### src/sv/uihc_pkg.sv
// Shared types, codes and constants for the UDP/IPv4 frame header check.
`timescale 1ns / 1ps
`default_nettype none
package uihc_pkg;

  localparam int unsigned POS_W   = 16;
  localparam int unsigned DEF_MAX_FRAME_BYTES = 65535;

  localparam logic [1:0] LINK_LOOPBACK = 2'd0;
  localparam logic [1:0] LINK_ETHERNET = 2'd1;
  localparam logic [1:0] LINK_SLIP     = 2'd2;
  localparam logic [1:0] LINK_PPP      = 2'd3;

  localparam logic [4:0] LINK_HDR_LOOPBACK = 5'd4;
  localparam logic [4:0] LINK_HDR_ETHERNET = 5'd14;
  localparam logic [4:0] LINK_HDR_SERIAL   = 5'd24;

  localparam logic [15:0] ETH_POS_TYPE_HI = 16'd12;
  localparam logic [15:0] ETH_POS_TYPE_LO = 16'd13;
  localparam logic [15:0] IP_POS_FIRST    = 16'd0;
  localparam logic [15:0] IP_POS_PROTO    = 16'd9;

  localparam logic [15:0] ETHERTYPE_IPV4 = 16'h0800;
  localparam logic [3:0]  IP_VERSION_4   = 4'd4;
  localparam logic [7:0]  PROTO_UDP      = 8'd17;
  localparam logic [6:0]  IP_MIN_HEADER  = 7'd20;
  localparam logic [6:0]  UDP_HEADER     = 7'd8;
  localparam logic [15:0] CSUM_GOOD      = 16'hFFFF;

  localparam logic [2:0] VERDICT_OK_UDP      = 3'd0;
  localparam logic [2:0] VERDICT_NOT_IP      = 3'd1;
  localparam logic [2:0] VERDICT_TOO_SHORT   = 3'd2;
  localparam logic [2:0] VERDICT_BAD_VERSION = 3'd3;
  localparam logic [2:0] VERDICT_BAD_HLEN    = 3'd4;
  localparam logic [2:0] VERDICT_SHORT_UDP   = 3'd5;
  localparam logic [2:0] VERDICT_CSUM_ERR    = 3'd6;
  localparam logic [2:0] VERDICT_NOT_UDP     = 3'd7;

  typedef struct packed {
    logic [15:0] frame_length;
    logic [5:0]  ip_header_bytes;
    logic [4:0]  link_header_bytes;
    logic [2:0]  verdict;
  } result_t;

endpackage
`default_nettype wire

### src/sv/uihc_parse.sv
// Per-byte header tracking, checksum accumulation and verdict logic.
`timescale 1ns / 1ps
`default_nettype none
module uihc_parse #(
  parameter int unsigned MAX_FRAME_BYTES = uihc_pkg::DEF_MAX_FRAME_BYTES
) (
  input  wire logic              clk,
  input  wire logic              rst_n,
  input  wire logic              en,
  input  wire logic [7:0]        frame_byte,
  input  wire logic              frame_last,
  input  wire logic [1:0]        link_type,
  output uihc_pkg::result_t      res_nxt
);
  import uihc_pkg::*;

  localparam logic [POS_W-1:0] MAX_POS = POS_W'(MAX_FRAME_BYTES);

  logic [POS_W-1:0] pos_r, pos_nxt;
  logic [15:0]      csum_r, csum_nxt;
  logic [7:0]       pend_r, pend_nxt;
  logic [15:0]      etype_r, etype_nxt;
  logic [3:0]       ver_r, ver_nxt;
  logic [3:0]       hw_r, hw_nxt;
  logic [7:0]       proto_r, proto_nxt;

  always_comb begin
    logic [4:0]       lh;
    logic [POS_W-1:0] p;
    logic [16:0]      s;
    logic [5:0]       hlen;
    logic [15:0]      len;
    logic [2:0]       verdict;

    case (link_type)
      LINK_LOOPBACK: lh = LINK_HDR_LOOPBACK;
      LINK_ETHERNET: lh = LINK_HDR_ETHERNET;
      default:       lh = LINK_HDR_SERIAL;
    endcase

    pos_nxt   = pos_r;
    csum_nxt  = csum_r;
    pend_nxt  = pend_r;
    etype_nxt = etype_r;
    ver_nxt   = ver_r;
    hw_nxt    = hw_r;
    proto_nxt = proto_r;
    p         = pos_r - POS_W'(lh);
    s         = {1'b0, csum_r} + {1'b0, pend_r, frame_byte};

    if (pos_r < MAX_POS) begin
      pos_nxt = pos_r + POS_W'(1);
      if (link_type == LINK_ETHERNET) begin
        if (pos_r == ETH_POS_TYPE_HI) etype_nxt = {frame_byte, etype_r[7:0]};
        else if (pos_r == ETH_POS_TYPE_LO) etype_nxt = {etype_r[15:8], frame_byte};
      end
      if (pos_r >= POS_W'(lh)) begin
        if (p == IP_POS_FIRST) begin
          ver_nxt = frame_byte[7:4];
          hw_nxt  = frame_byte[3:0];
        end else if (p == IP_POS_PROTO) begin
          proto_nxt = frame_byte;
        end
        if (p < POS_W'({hw_nxt, 2'b00})) begin
          if (!p[0]) begin
            pend_nxt = frame_byte;
          end else begin
            csum_nxt = s[16] ? (s[15:0] + 16'd1) : s[15:0];
          end
        end
      end
    end

    hlen = {hw_nxt, 2'b00};
    len  = (pos_nxt > POS_W'(lh)) ? 16'(pos_nxt - POS_W'(lh)) : 16'd0;

    if (link_type == LINK_ETHERNET && etype_nxt != ETHERTYPE_IPV4)
      verdict = VERDICT_NOT_IP;
    else if (len < 16'(IP_MIN_HEADER + UDP_HEADER))
      verdict = VERDICT_TOO_SHORT;
    else if (ver_nxt != IP_VERSION_4)
      verdict = VERDICT_BAD_VERSION;
    else if ({1'b0, hlen} < IP_MIN_HEADER)
      verdict = VERDICT_BAD_HLEN;
    else if (len < 16'({1'b0, hlen} + UDP_HEADER))
      verdict = VERDICT_SHORT_UDP;
    else if (csum_nxt != CSUM_GOOD)
      verdict = VERDICT_CSUM_ERR;
    else if (proto_nxt != PROTO_UDP)
      verdict = VERDICT_NOT_UDP;
    else
      verdict = VERDICT_OK_UDP;

    res_nxt.verdict           = verdict;
    res_nxt.link_header_bytes = lh;
    res_nxt.ip_header_bytes   = hlen;
    res_nxt.frame_length      = len;
  end

  always_ff @(posedge clk) begin
    if (!rst_n || (en && frame_last)) begin
      pos_r   <= '0;
      csum_r  <= '0;
      pend_r  <= '0;
      etype_r <= '0;
      ver_r   <= '0;
      hw_r    <= '0;
      proto_r <= '0;
    end else if (en) begin
      pos_r   <= pos_nxt;
      csum_r  <= csum_nxt;
      pend_r  <= pend_nxt;
      etype_r <= etype_nxt;
      ver_r   <= ver_nxt;
      hw_r    <= hw_nxt;
      proto_r <= proto_nxt;
    end
  end

endmodule
`default_nettype wire

### src/sv/udp_ipv4_frame_header_check.sv
// Top level of the UDP/IPv4 frame header check: input stage, parser and result register.
//
//  channel | dir | signals                         | content
//  in_     | in  | tvalid tready tdata[7:0] tlast  | one frame byte a request, tlast on the final byte
//  out_    | out | tvalid tready tdata[31:0]       | one verdict per frame
//  cfg_    | in  | wr_en wr_data[1:0]              | link type
//
//  One byte a cycle sustained unless a last byte waits on a stalled verdict: each request
//  is held in the input register and is folded into the header state by the parser as it leaves it.
//  A verdict is loaded into the result register at the edge where its last byte leaves
//  the input stage.
//  Reset clears the frame state and sets link type to ethernet; no clearing pass.
//  A stalled verdict holds the input stage only when the waiting byte is itself a last byte.
`timescale 1ns / 1ps
`default_nettype none
module udp_ipv4_frame_header_check #(
  parameter int unsigned MAX_FRAME_BYTES = uihc_pkg::DEF_MAX_FRAME_BYTES
) (
  input  wire logic        clk,
  input  wire logic        rst_n,
  input  wire logic        in_tvalid,
  output logic             in_tready,
  input  wire logic [7:0]  in_tdata,   // [7:0] frame_byte
  input  wire logic        in_tlast,   // frame_last
  output logic             out_tvalid,
  input  wire logic        out_tready,
  output logic [31:0]      out_tdata,  // [2:0] verdict, [7:3] link_header_bytes,
                                       // [13:8] ip_header_bytes, [29:14] frame_length, [31:30] zero
  input  wire logic        cfg_wr_en,
  input  wire logic [1:0]  cfg_wr_data
);
  import uihc_pkg::*;

  logic        s1_valid_r;
  logic [7:0]  s1_byte_r;
  logic        s1_last_r;
  logic        s1_advance;
  logic [1:0]  link_type_r;
  logic        out_valid_r;
  result_t     res_r;
  result_t     res_nxt;

  assign s1_advance = s1_valid_r && (!s1_last_r || !out_valid_r || out_tready);
  assign in_tready  = !s1_valid_r || s1_advance;

  always_ff @(posedge clk) begin
    if (!rst_n) begin
      link_type_r <= LINK_ETHERNET;
    end else if (cfg_wr_en) begin
      link_type_r <= cfg_wr_data;
    end
  end

  always_ff @(posedge clk) begin
    if (!rst_n) begin
      s1_valid_r <= 1'b0;
    end else if (in_tready) begin
      s1_valid_r <= in_tvalid;
    end
  end

  always_ff @(posedge clk) begin
    if (in_tready && in_tvalid) begin
      s1_byte_r <= in_tdata;
      s1_last_r <= in_tlast;
    end
  end

  uihc_parse #(
    .MAX_FRAME_BYTES(MAX_FRAME_BYTES)
  ) u_parse (
    .clk       (clk),
    .rst_n     (rst_n),
    .en        (s1_advance),
    .frame_byte(s1_byte_r),
    .frame_last(s1_last_r),
    .link_type (link_type_r),
    .res_nxt   (res_nxt)
  );

  always_ff @(posedge clk) begin
    if (!rst_n) begin
      out_valid_r <= 1'b0;
    end else if (s1_advance && s1_last_r) begin
      out_valid_r <= 1'b1;
    end else if (out_tready) begin
      out_valid_r <= 1'b0;
    end
  end

  always_ff @(posedge clk) begin
    if (s1_advance && s1_last_r) begin
      res_r <= res_nxt;
    end
  end

  assign out_tvalid = out_valid_r;
  assign out_tdata  = {2'b00, res_r};

  a_last_gives_result: assert property (@(posedge clk) disable iff (!rst_n)
    (s1_advance && s1_last_r) |=> out_valid_r)
    else $error("last byte left the input stage without a verdict");

  a_stall_only_full: assert property (@(posedge clk) disable iff (!rst_n)
    !in_tready |-> (s1_valid_r && s1_last_r && out_valid_r && !out_tready))
    else $error("input stalled without a waiting verdict");

  a_link_len: assert property (@(posedge clk) disable iff (!rst_n)
    out_valid_r |-> (res_r.link_header_bytes == LINK_HDR_LOOPBACK ||
                     res_r.link_header_bytes == LINK_HDR_ETHERNET ||
                     res_r.link_header_bytes == LINK_HDR_SERIAL))
    else $error("link header length out of set");

  a_ok_sizes: assert property (@(posedge clk) disable iff (!rst_n)
    (out_valid_r && res_r.verdict == VERDICT_OK_UDP) |->
      ({1'b0, res_r.ip_header_bytes} >= IP_MIN_HEADER &&
       res_r.frame_length >= 16'({1'b0, res_r.ip_header_bytes} + UDP_HEADER)))
    else $error("ok verdict with inconsistent sizes");

endmodule
`default_nettype wire
### config.mk
export PLATFORM = sky130hd
export DESIGN_NAME = udp_ipv4_frame_header_check
export DESIGN_NICKNAME = d
export VERILOG_FILES = /design/src/sv/uihc_pkg.sv /design/src/sv/uihc_parse.sv /design/src/sv/udp_ipv4_frame_header_check.sv
export SDC_FILE = /design/constraint.sdc
export NUM_CORES = 1
export LEC_CHECK = 0
export CORE_MARGIN = 2
export CORE_UTILIZATION = 45
export CTS_BUF_LIST = sky130_fd_sc_hd__clkbuf_8
export CTS_CLUSTER_SIZE = 10
export DETAILED_ROUTE_END_ITERATION = 8
export DONT_BUFFER_PORTS = 1
export HOLD_SLACK_MARGIN = 0.03
export SLEW_MARGIN = 10
export SYNTH_ARGS = -nofsm -noshare
export SYNTH_HDL_FRONTEND = slang
export SYNTH_HIERARCHICAL = 1
export SYNTH_SLANG_ARGS = --single-unit
### constraint.sdc
create_clock -name clk -period 7.4 [get_ports clk]
set_input_delay 2.22 -clock clk [delete_from_list [all_inputs] [get_ports clk]]
set_output_delay 2.22 -clock clk [all_outputs]
set_load 0.02 [all_outputs]
==> results.rst, run 1 <==
.. list-table::
   :header-rows: 1

   * - Metric
     - Value
   * - DRT antenna net count
     - 0
   * - Post-route DRC violation count
     - 0
   * - Logic depth of the worst setup path including buffers
     - 19
   * - Number of nets in the final layout
     - 962
   * - Ratio of final minimum period to clock period
     - 79.58%
   * - Count of filler cells inserted in the layout
     - 1641
   * - Number of placement rows
     - 48
   * - Cell with the most instances after synthesis
     - nor2_1
   * - Origin of the worst min-delay path
     - u_parse/etype_r[5]
   * - Root Driver
     - clkbuf_8
   * - Number of buffers added by the clock tree synthesis step
     - 17
   * - Critical path capture point type
     - register
   * - Total iterations of the first detailed-routing run
     - 5
   * - Startpoint of the lowest-slack register-to-register path
     - link_type_r[1]
   * - Arrival time reported for the critical path endpoint
     - 6.16 ns
   * - Antenna diodes
     - 0
   * - Cell types occupying the most area after synthesis
     - dfxtp_1, edfxtp_1, ha_1
   * - Die height
     - 136.5 µm
   * - Capture point of the worst reg-to-reg path
     - out_tdata[0]
   * - Global-route wire length before repair
     - 34880 µm
   * - Worst hold path endpoint
     - u_parse/etype_r[5]
   * - Reg clk slew, reported paths
     - 0.08 ns
   * - Post-detailed-route wirelength per cell
     - 18.65 µm
   * - Clock Sinks
     - 115
   * - WP buf/inv
     - 2
   * - Final std cell area, no fill
     - 8474 µm²
   * - Timing-limited maximum frequency
     - 169.8 MHz
   * - Share of layout cells above drive strength 1
     - 8.143%
   * - Cells on Worst Hold Path
     - 2
   * - Max capacitance violation total
     - 0
   * - Count of input and output buffers
     - 0
   * - Number of antenna violations at the first check in global routing
     - 0
   * - Floorplan die area
     - 18640 µm²
   * - Cell family with the largest share of critical-path delay
     - compound AO/OA/AOI/OAI gates
   * - Global placer's final weighted congestion
     - 0.8564
   * - Slew at the pin closest to its max-slew limit
     - 0.9665 ns
   * - Synth async-reset ratio
     - 0%
   * - Time the worst path needs with I/O delays and setup
     - 5.889 ns
   * - Unrepaired setup endpoints after global routing
     - no
   * - Max stage delay on crit path
     - 0.61 ns
   * - Number of global-route vias before repair
     - 6554
   * - Post-CTS Setup Bufs
     - 0
   * - Top-level port count
     - 50
   * - Area added between synthesis and finish
     - 7.236%
   * - Type of the setup path with the least slack
     - reg -> reg
   * - Status
     - finished clean
   * - Maximum clock path buffer count
     - 2
   * - Clock insertion delay at the later pin of the skew report
     - 0.45 ns
   * - Path class of the lowest-slack min-delay path
     - reg -> reg
   * - Synthesis-stage register bit count
     - 115
   * - Share of the synthesized area in the top cell type
     - 19.25%
   * - Initial cell density of the core
     - 45.85%
   * - Post-synthesis instance area
     - 7903 µm²
   * - Final Util
     - 49.17%
   * - Number of DRC markers in iteration 0
     - 533
   * - Most common flop cell mapped by yosys
     - dfxtp_1
   * - Clock tree from TritonCTS
     - yes
   * - Largest net degree at the start of global routing
     - 46
   * - Headroom to the max-slew limit
     - 34.75%
   * - Number of pins with negative max-slew slack in the final report
     - 0
   * - Number of cell instances on the worst register-to-register path
     - 19
   * - Nature of the critical path startpoint
     - register
   * - Hold violation total from the final report
     - 0
   * - Count of flip-flops with a built-in enable after synthesis
     - 39
   * - Total power per unit cell area
     - 171.0 nW/µm²
   * - Final hold slack
     - 0.4560 ns
   * - Unique cell type count in the Yosys netlist
     - 92
   * - H-tree Lvls
     - 4
   * - Final setup fails
     - 0
   * - Horiz. Die Dim
     - 136.5 µm
   * - Reg2reg setup slack
     - 1.51 ns
   * - Core Box Area
     - 17240 µm²
   * - Cell Count, Final, Fillers Out
     - 1146
   * - Final worst clock skew
     - 0.01513 ns
   * - Sequential fraction of the synthesis area
     - 34.07%
   * - Total vias in the final route
     - 6873
   * - Yosys Warn Count
     - 6
   * - Global-route total usage across every layer
     - 24.00%
   * - Gate Count Post-Synth
     - 926
   * - Data required time of the critical path
     - 7.67 ns
   * - Placed cell count
     - 1114
   * - Mean instance size in the synthesized netlist
     - 8.534 µm²
   * - Most frequent cells after synthesis
     - nor2_1, nand2_1, dfxtp_1
   * - Slowest stage cell on the critical path
     - dfxtp_1
   * - GRT overflow
     - 0
   * - Number of hold-repair buffers added at the cts stage
     - 0
   * - Sum of negative setup slack
     - 0 ns
   * - Detailed-route wire length
     - 21370 µm
   * - Maximum vdd ir drop
     - 0.0001511 V
   * - Detailed placement HPWL
     - 15810 µm
   * - Area after detailed placement
     - 8048 µm²
   * - CP cell instances
     - inv_1 -> nand2_1 -> inv_1 -> ha_1 -> nor2b_1 -> o21ai_0 -> o41a_1 -> a31oi_1 -> nand4b_2 -> mux2i_1 -> ha_1 -> o211ai_1 -> nor2_1 -> mux2_2 -> or4_1 -> a211oi_2 -> o21ai_2 -> o311a_1 -> a221oi_2
   * - Cells resized by post-CTS repair
     - 0
   * - Highest fanout seen on the critical path
     - 11
   * - Leakage
     - 3.224 nW
   * - Via density
     - 5.997
   * - Top cell type by total area after synthesis
     - dfxtp_1
## logic make-up after synthesis
kind of cell / count (synthesis) / synth area share (%)
xor+xnor: 39 / 4.497
other cells: 2 / 0.09503
buf+inv: 76 / 3.974
flops: 115 / 34.07
simple gates: 394 / 26.65
fa+ha+maj: 38 / 6.301
mux: 41 / 5.304
compound gates: 221 / 19.11
## how the worst max path moves through the flow
stage	slack [ns]	endpoint	start
2_1_floorplan	2.06	out_tdata[1]	u_parse/pos_r[0]
3_3_place_gp	1.46	u_parse/csum_r[5]	link_type_r[1]
3_5_place_dp	1.25	u_parse/csum_r[5]	link_type_r[1]
4_1_cts	1.25	u_parse/csum_r[5]	link_type_r[1]
5_1_grt	0.85	u_parse/csum_r[1]	link_type_r[1]
6_report	1.51	out_tdata[0]	link_type_r[1]
## worst min-delay path, cell delays in order, from the launching register on
cell     delay, ns
dfxtp_1       0.31
nand2_1       0.05
a21oi_1       0.05
## placed cells by master, fill, tap and decap left out, types with 8 or more instances in the layout
master / count
nand3_1: 38
nor2_1: 106
nor2b_1: 11
nand2_1: 79
nand2b_1: 8
nor3b_1: 9
a21o_1: 9
inv_1: 34
a211oi_1: 21
mux2i_1: 36
o21a_1: 9
dfxtp_1: 76
nor3_1: 21
and2_1: 10
xnor2_1: 26
a31oi_1: 9
nand4_1: 20
edfxtp_1: 39
xor2_1: 12
a21oi_1: 63
ha_1: 35
and4_1: 11
clkbuf_8: 17
nor4_1: 16
o21ai_0: 28
o31ai_1: 8
o211ai_1: 8
or3_1: 14
## state kept, by name (all words and copies together) (netlist names)
register,flops
u_parse/pend_r,8
out_tvalid,1
link_type_r,2
u_parse/proto_r,8
u_parse/pos_r,16
u_parse/etype_r,16
u_parse/csum_r,16
s1_valid_r,1
u_parse/hw_r,4
out_tdata,30
s1_byte_r,8
u_parse/ver_r,4
s1_last_r,1
## area by class of cell
class                   instances  area, µm²  area share, %
multi-input cells             738       4926          58.13
flip-flops and latches        115       2693          31.77
well taps                     225      281.5          3.322
clock buffers                  17      234.0          2.761
clock inverters                15      190.2          2.244
inverters                      32      120.1          1.417
repair buffers                  4      30.03         0.3543
## routing by layer
| layer | up-vias | track usage (%) | part of all wire, % |
|---|---|---|---|
| met5 | - | 0 | 0 |
| met4 | 0 | 9.606 | 3.2 |
| met3 | 45 | 4.593 | 4.1 |
| met2 | 183 | 39.11 | 47 |
| met1 | 3231 | 31.25 | 46 |
| li1 | 3414 | - | - |
## metrics by stage
stage                     power [W]  setup slack, ns
final                      0.001449            1.511
after global routing       0.001511           0.8501
after CTS                  0.001464            1.245
after detailed placement  0.0008277            1.252
after global placement    0.0008278            1.461
after floorplan           0.0007893            2.055
## where the power goes
group	leakage (nW)	internal (W)	switching, W
registers	0.979	0.000666	0.0000233
clock network	0.218	0.000364	0.000270
logic	2.03	0.0000426	0.0000828
Power figures use the tool's default switching activity.
==> inputs of run 2 (changes only) <==
==> constraint.sdc (replaced) <==
create_clock -name clk -period 5.4 [get_ports clk]
set_input_delay 1.62 -clock clk [delete_from_list [all_inputs] [get_ports clk]]
set_output_delay 1.62 -clock clk [all_outputs]
set_load 0.02 [all_outputs]
==> run 2 against run 1 <==
  * Sequential share of layout area down 1.3 points
  * Final cell count increased by 3.5%
  * Core utilization increased by 2.1 points
  * Maximum frequency grew 15%
  * Clock skew shrank 0.0029 ns
  * Register-to-register slack lost 1.2 ns
  * Clock-buffer cell count rose by 2
  * Non-clock buffer count increased by 40
  * Routed wire length rose by 3.4%
  * First-iteration DRC count shrank 11%
  * Hold slack about the same
==> results.rst, run 2 (synthesis results as in run 1) <==
.. list-table::
   :header-rows: 1

   * - Metric
     - Value
   * - Horiz. Die Dim
     - 136.5 µm (unchanged)
   * - Path class of the lowest-slack min-delay path
     - reg -> reg
   * - Last element of the critical path
     - out_tdata[1]
   * - Area after detailed placement
     - 8323 µm² (+3.4%)
   * - Leakage
     - 3.439 nW (+6.6%)
   * - Number of nets in the final layout
     - 1002 (+4.2%)
   * - Final setup fails
     - 0 (unchanged)
   * - Total power per unit cell area
     - 224.3 nW/µm² (+31%)
   * - Maximum clock path buffer count
     - 2 (unchanged)
   * - Final std cell area, no fill
     - 8830 µm² (+4.2%)
   * - Cell family with the largest share of critical-path delay
     - compound AO/OA/AOI/OAI gates
   * - Headroom to the max-slew limit
     - 36.18% (+1.4 points)
   * - Sum of negative setup slack
     - 0 ns (unchanged)
   * - Flip-flop count of the largest register after layout
     - 30 (unchanged)
   * - Share of layout cells above drive strength 1
     - 13.22% (+5.1 points)
   * - Die height
     - 136.5 µm (unchanged)
   * - Detailed-route wire length
     - 22090 µm (+3.4%)
   * - Capture point of the worst reg-to-reg path
     - out_tdata[1]
   * - Cell with the most instances on the worst path
     - inv_1
   * - Top-level port count
     - 50 (unchanged)
   * - Sequential cell area
     - 2694 µm² (about the same)
   * - Root Driver
     - clkbuf_8
   * - Worst setup path startpoint
     - link_type_r[1]
   * - Ratio of final minimum period to clock period
     - 95.00% (+15 points)
   * - Max stage delay on crit path
     - 0.50 ns (-0.11 ns)
   * - Hold violation total from the final report
     - 0 (unchanged)
   * - Clock Sinks
     - 115 (unchanged)
   * - Time the worst path needs with I/O delays and setup
     - 5.130 ns (-0.7587 ns)
   * - Setup Slack @ Placement
     - 0.1211 ns (-1.131 ns)
   * - Detailed placement HPWL
     - 16460 µm (+4.1%)
   * - Clock tree from TritonCTS
     - yes
   * - Slowest stage cell on the critical path
     - or4_4
   * - Antenna diodes
     - 0 (unchanged)
   * - Max capacitance violation total
     - 0 (unchanged)
   * - Data required time of the critical path
     - 5.61 ns (-2.06 ns)
   * - Highest fanout seen on the critical path
     - 7 (-4)
   * - Initial cell density of the core
     - 45.85% (unchanged)
   * - Power share of the clock group
     - 42.5% (-1.3 points)
   * - Global-route total usage across every layer
     - 24.41% (+0.41 points)
   * - Leading cell types in the layout, fill and taps excluded
     - nor2_1, nand2_1, dfxtp_1, a21oi_1, buf_4
   * - Number of cell instances on the worst register-to-register path
     - 20 (+1)
   * - Number of placement rows
     - 48 (unchanged)
   * - Internal power component
     - 0.001458 W (+36%)
   * - Timing-limited maximum frequency
     - 194.9 MHz (+15%)
   * - Total iterations of the first detailed-routing run
     - 4 (-1)
   * - Slew at the pin closest to its max-slew limit
     - 0.9454 ns (-0.02115 ns)
   * - Startpoint of the lowest-slack register-to-register path
     - link_type_r[1]
   * - Number of hold-repair buffers added at the cts stage
     - 0 (unchanged)
   * - Share of total power in sequential cells
     - 47.2% (-0.4 points)
   * - Arrival time reported for the critical path endpoint
     - 5.34 ns (-0.82 ns)
   * - Area added between synthesis and finish
     - 11.73%
   * - Number of DRC markers in iteration 0
     - 476 (-11%)
   * - Largest net degree at the start of global routing
     - 44 (-4.3%)
   * - Post-route DRC violation count
     - 0 (unchanged)
   * - Most common library cell in the layout ignoring fill and taps
     - nor2_1
   * - Post-detailed-route wirelength per cell
     - 18.63 µm (about the same)
   * - Global placer's final weighted congestion
     - 0.9132 (+6.6%)
   * - Setup slack after layout
     - 0.2699 ns (-1.241 ns)
   * - CP cell instances
     - inv_1 -> nand2_1 -> inv_1 -> ha_2 -> inv_1 -> fa_2 -> or2_2 -> o41a_1 -> a31oi_1 -> nand4b_4 -> mux2i_2 -> ha_1 -> o211ai_1 -> nor2_1 -> mux2_4 -> or4_4 -> a211oi_2 -> o21ai_2 -> or2_1 -> a31o_1
   * - Reg clk slew, reported paths
     - 0.07 ns (about the same)
   * - Relative contribution of combinational cells to total power
     - 10.2% (+1.5 points)
   * - Count of input and output buffers
     - 0 (unchanged)
   * - Cell Count, Final, Fillers Out
     - 1186 (+3.5%)
   * - Placed cell count
     - 1149 (+3.1%)
   * - Multi-input gate area
     - 4982 µm² (+1.1%)
   * - Critical path capture point type
     - register
   * - Logic depth of the worst setup path including buffers
     - 20 (+1)
   * - Via density
     - 5.942 (-0.93%)
   * - Proportion of total power due to net switching
     - 26.37% (+0.40 points)
   * - Status
     - finished clean
   * - Floorplan die area
     - 18640 µm² (unchanged)
   * - Count of filler cells inserted in the layout
     - 1625 (-0.98%)
   * - DRT antenna net count
     - 0 (unchanged)
   * - Maximum vdd ir drop
     - 0.0002018 V (+34%)
   * - Reg2reg setup slack
     - 0.27 ns (-1.24 ns)
   * - Global-route wire length before repair
     - 34950 µm (+0.20%)
   * - Total vias in the final route
     - 7047 (+2.5%)
   * - Clock insertion delay at the later pin of the skew report
     - 0.45 ns (about the same)
   * - Number of antenna violations at the first check in global routing
     - 0 (unchanged)
   * - WP buf/inv
     - 3 (+1)
   * - H-tree Lvls
     - 4 (unchanged)
   * - Type of the setup path with the least slack
     - reg -> reg
   * - Number of global-route vias before repair
     - 6558 (+0.061%)
   * - Nature of the critical path startpoint
     - register
   * - P_sw
     - 0.0005223 W (+39%)
   * - Final worst clock skew
     - 0.01226 ns (-0.002865 ns)
   * - Number of pins with negative max-slew slack in the final report
     - 0 (unchanged)
   * - Number of buffers added by the clock tree synthesis step
     - 17 (unchanged)
   * - GRT overflow
     - 0 (unchanged)
   * - Core Box Area
     - 17240 µm² (unchanged)
## run 2: cell count changes in the layout (fill, tap and decap cells not counted), moves of 2 or more
cell	before	now
buf_4	4	42
clkbuf_8	17	19
clkinv_2	1	3
clkinv_4	2	0
ha_1	35	33
ha_2	0	2
## run 2: how the worst min path moves through the flow
stage                     cells after the start  slack, ns             endpoint                 from
after floorplan                               2       0.43  u_parse/etype_r[11]  u_parse/etype_r[11]
after global placement                        2       0.44  u_parse/etype_r[15]  u_parse/etype_r[15]
after detailed placement                      2       0.45   u_parse/etype_r[7]   u_parse/etype_r[7]
after CTS                                     2       0.46   u_parse/etype_r[7]   u_parse/etype_r[7]
after global routing                          2       0.48   u_parse/etype_r[3]   u_parse/etype_r[3]
final                                         2       0.46   u_parse/etype_r[7]   u_parse/etype_r[7]
## run 2: per-stage QoR
step	power [W]	util, %	hold slack [ns]
4_1_cts	0.001987	50.64	0.4589
3_3_place_gp	0.001148	48.29	0.4436
2_1_floorplan	0.001082	-	0.4316
5_1_grt	0.002055	51.23	0.4803
3_5_place_dp	0.001148	48.29	0.4487
6_report	0.001980	51.23	0.4556
## run 2: area by class of cell
cell class                      count  area share, %
Tap cell                          225          3.188
Inverter                           32          1.360
Timing Repair Buffer               44          3.925
Clock inverter                     13          1.630
Clock buffer                       19          2.962
Multi-Input combinational cell    738          56.43
Sequential cell                   115          30.51
## run 2: worst register-to-register path, cell delays in order, from the launching register on
cell	delay (ns)
dfxtp_1	0.31
inv_1	0.07
nand2_1	0.06
inv_1	0.12
ha_2	0.21
inv_1	0.06
fa_2	0.44
or2_2	0.31
o41a_1	0.32
a31oi_1	0.36
nand4b_4	0.21
mux2i_2	0.25
ha_1	0.27
o211ai_1	0.29
nor2_1	0.08
mux2_4	0.31
or4_4	0.50
a211oi_2	0.17
o21ai_2	0.10
or2_1	0.23
a31o_1	0.21
## run 2: repair_timing
action,in CTS,in global routing
resized for setup,0,17
setup buffers,0,5
setup endpoints to repair,0,13
## run 2: routing by layer
layer | routed length (µm) | GRT usage, % | vias up
li1 | - | - | 3496
met1 | 9831 | 31.21 | 3325
met2 | 10870 | 41.81 | 185
met3 | 851 | 3.963 | 41
met4 | 538 | 8.160 | 0
met5 | 0 | 0 | -
## run 2: power by group through the flow
stage          logic [W]  clock network [W]  registers (W)
2_1_floorplan   0.000129                  0       0.000952
3_3_place_gp    0.000193                  0       0.000954
3_5_place_dp    0.000193                  0       0.000955
4_1_cts         0.000195           0.000857       0.000935
5_1_grt         0.000221           0.000896       0.000937
6_report        0.000203           0.000842       0.000935
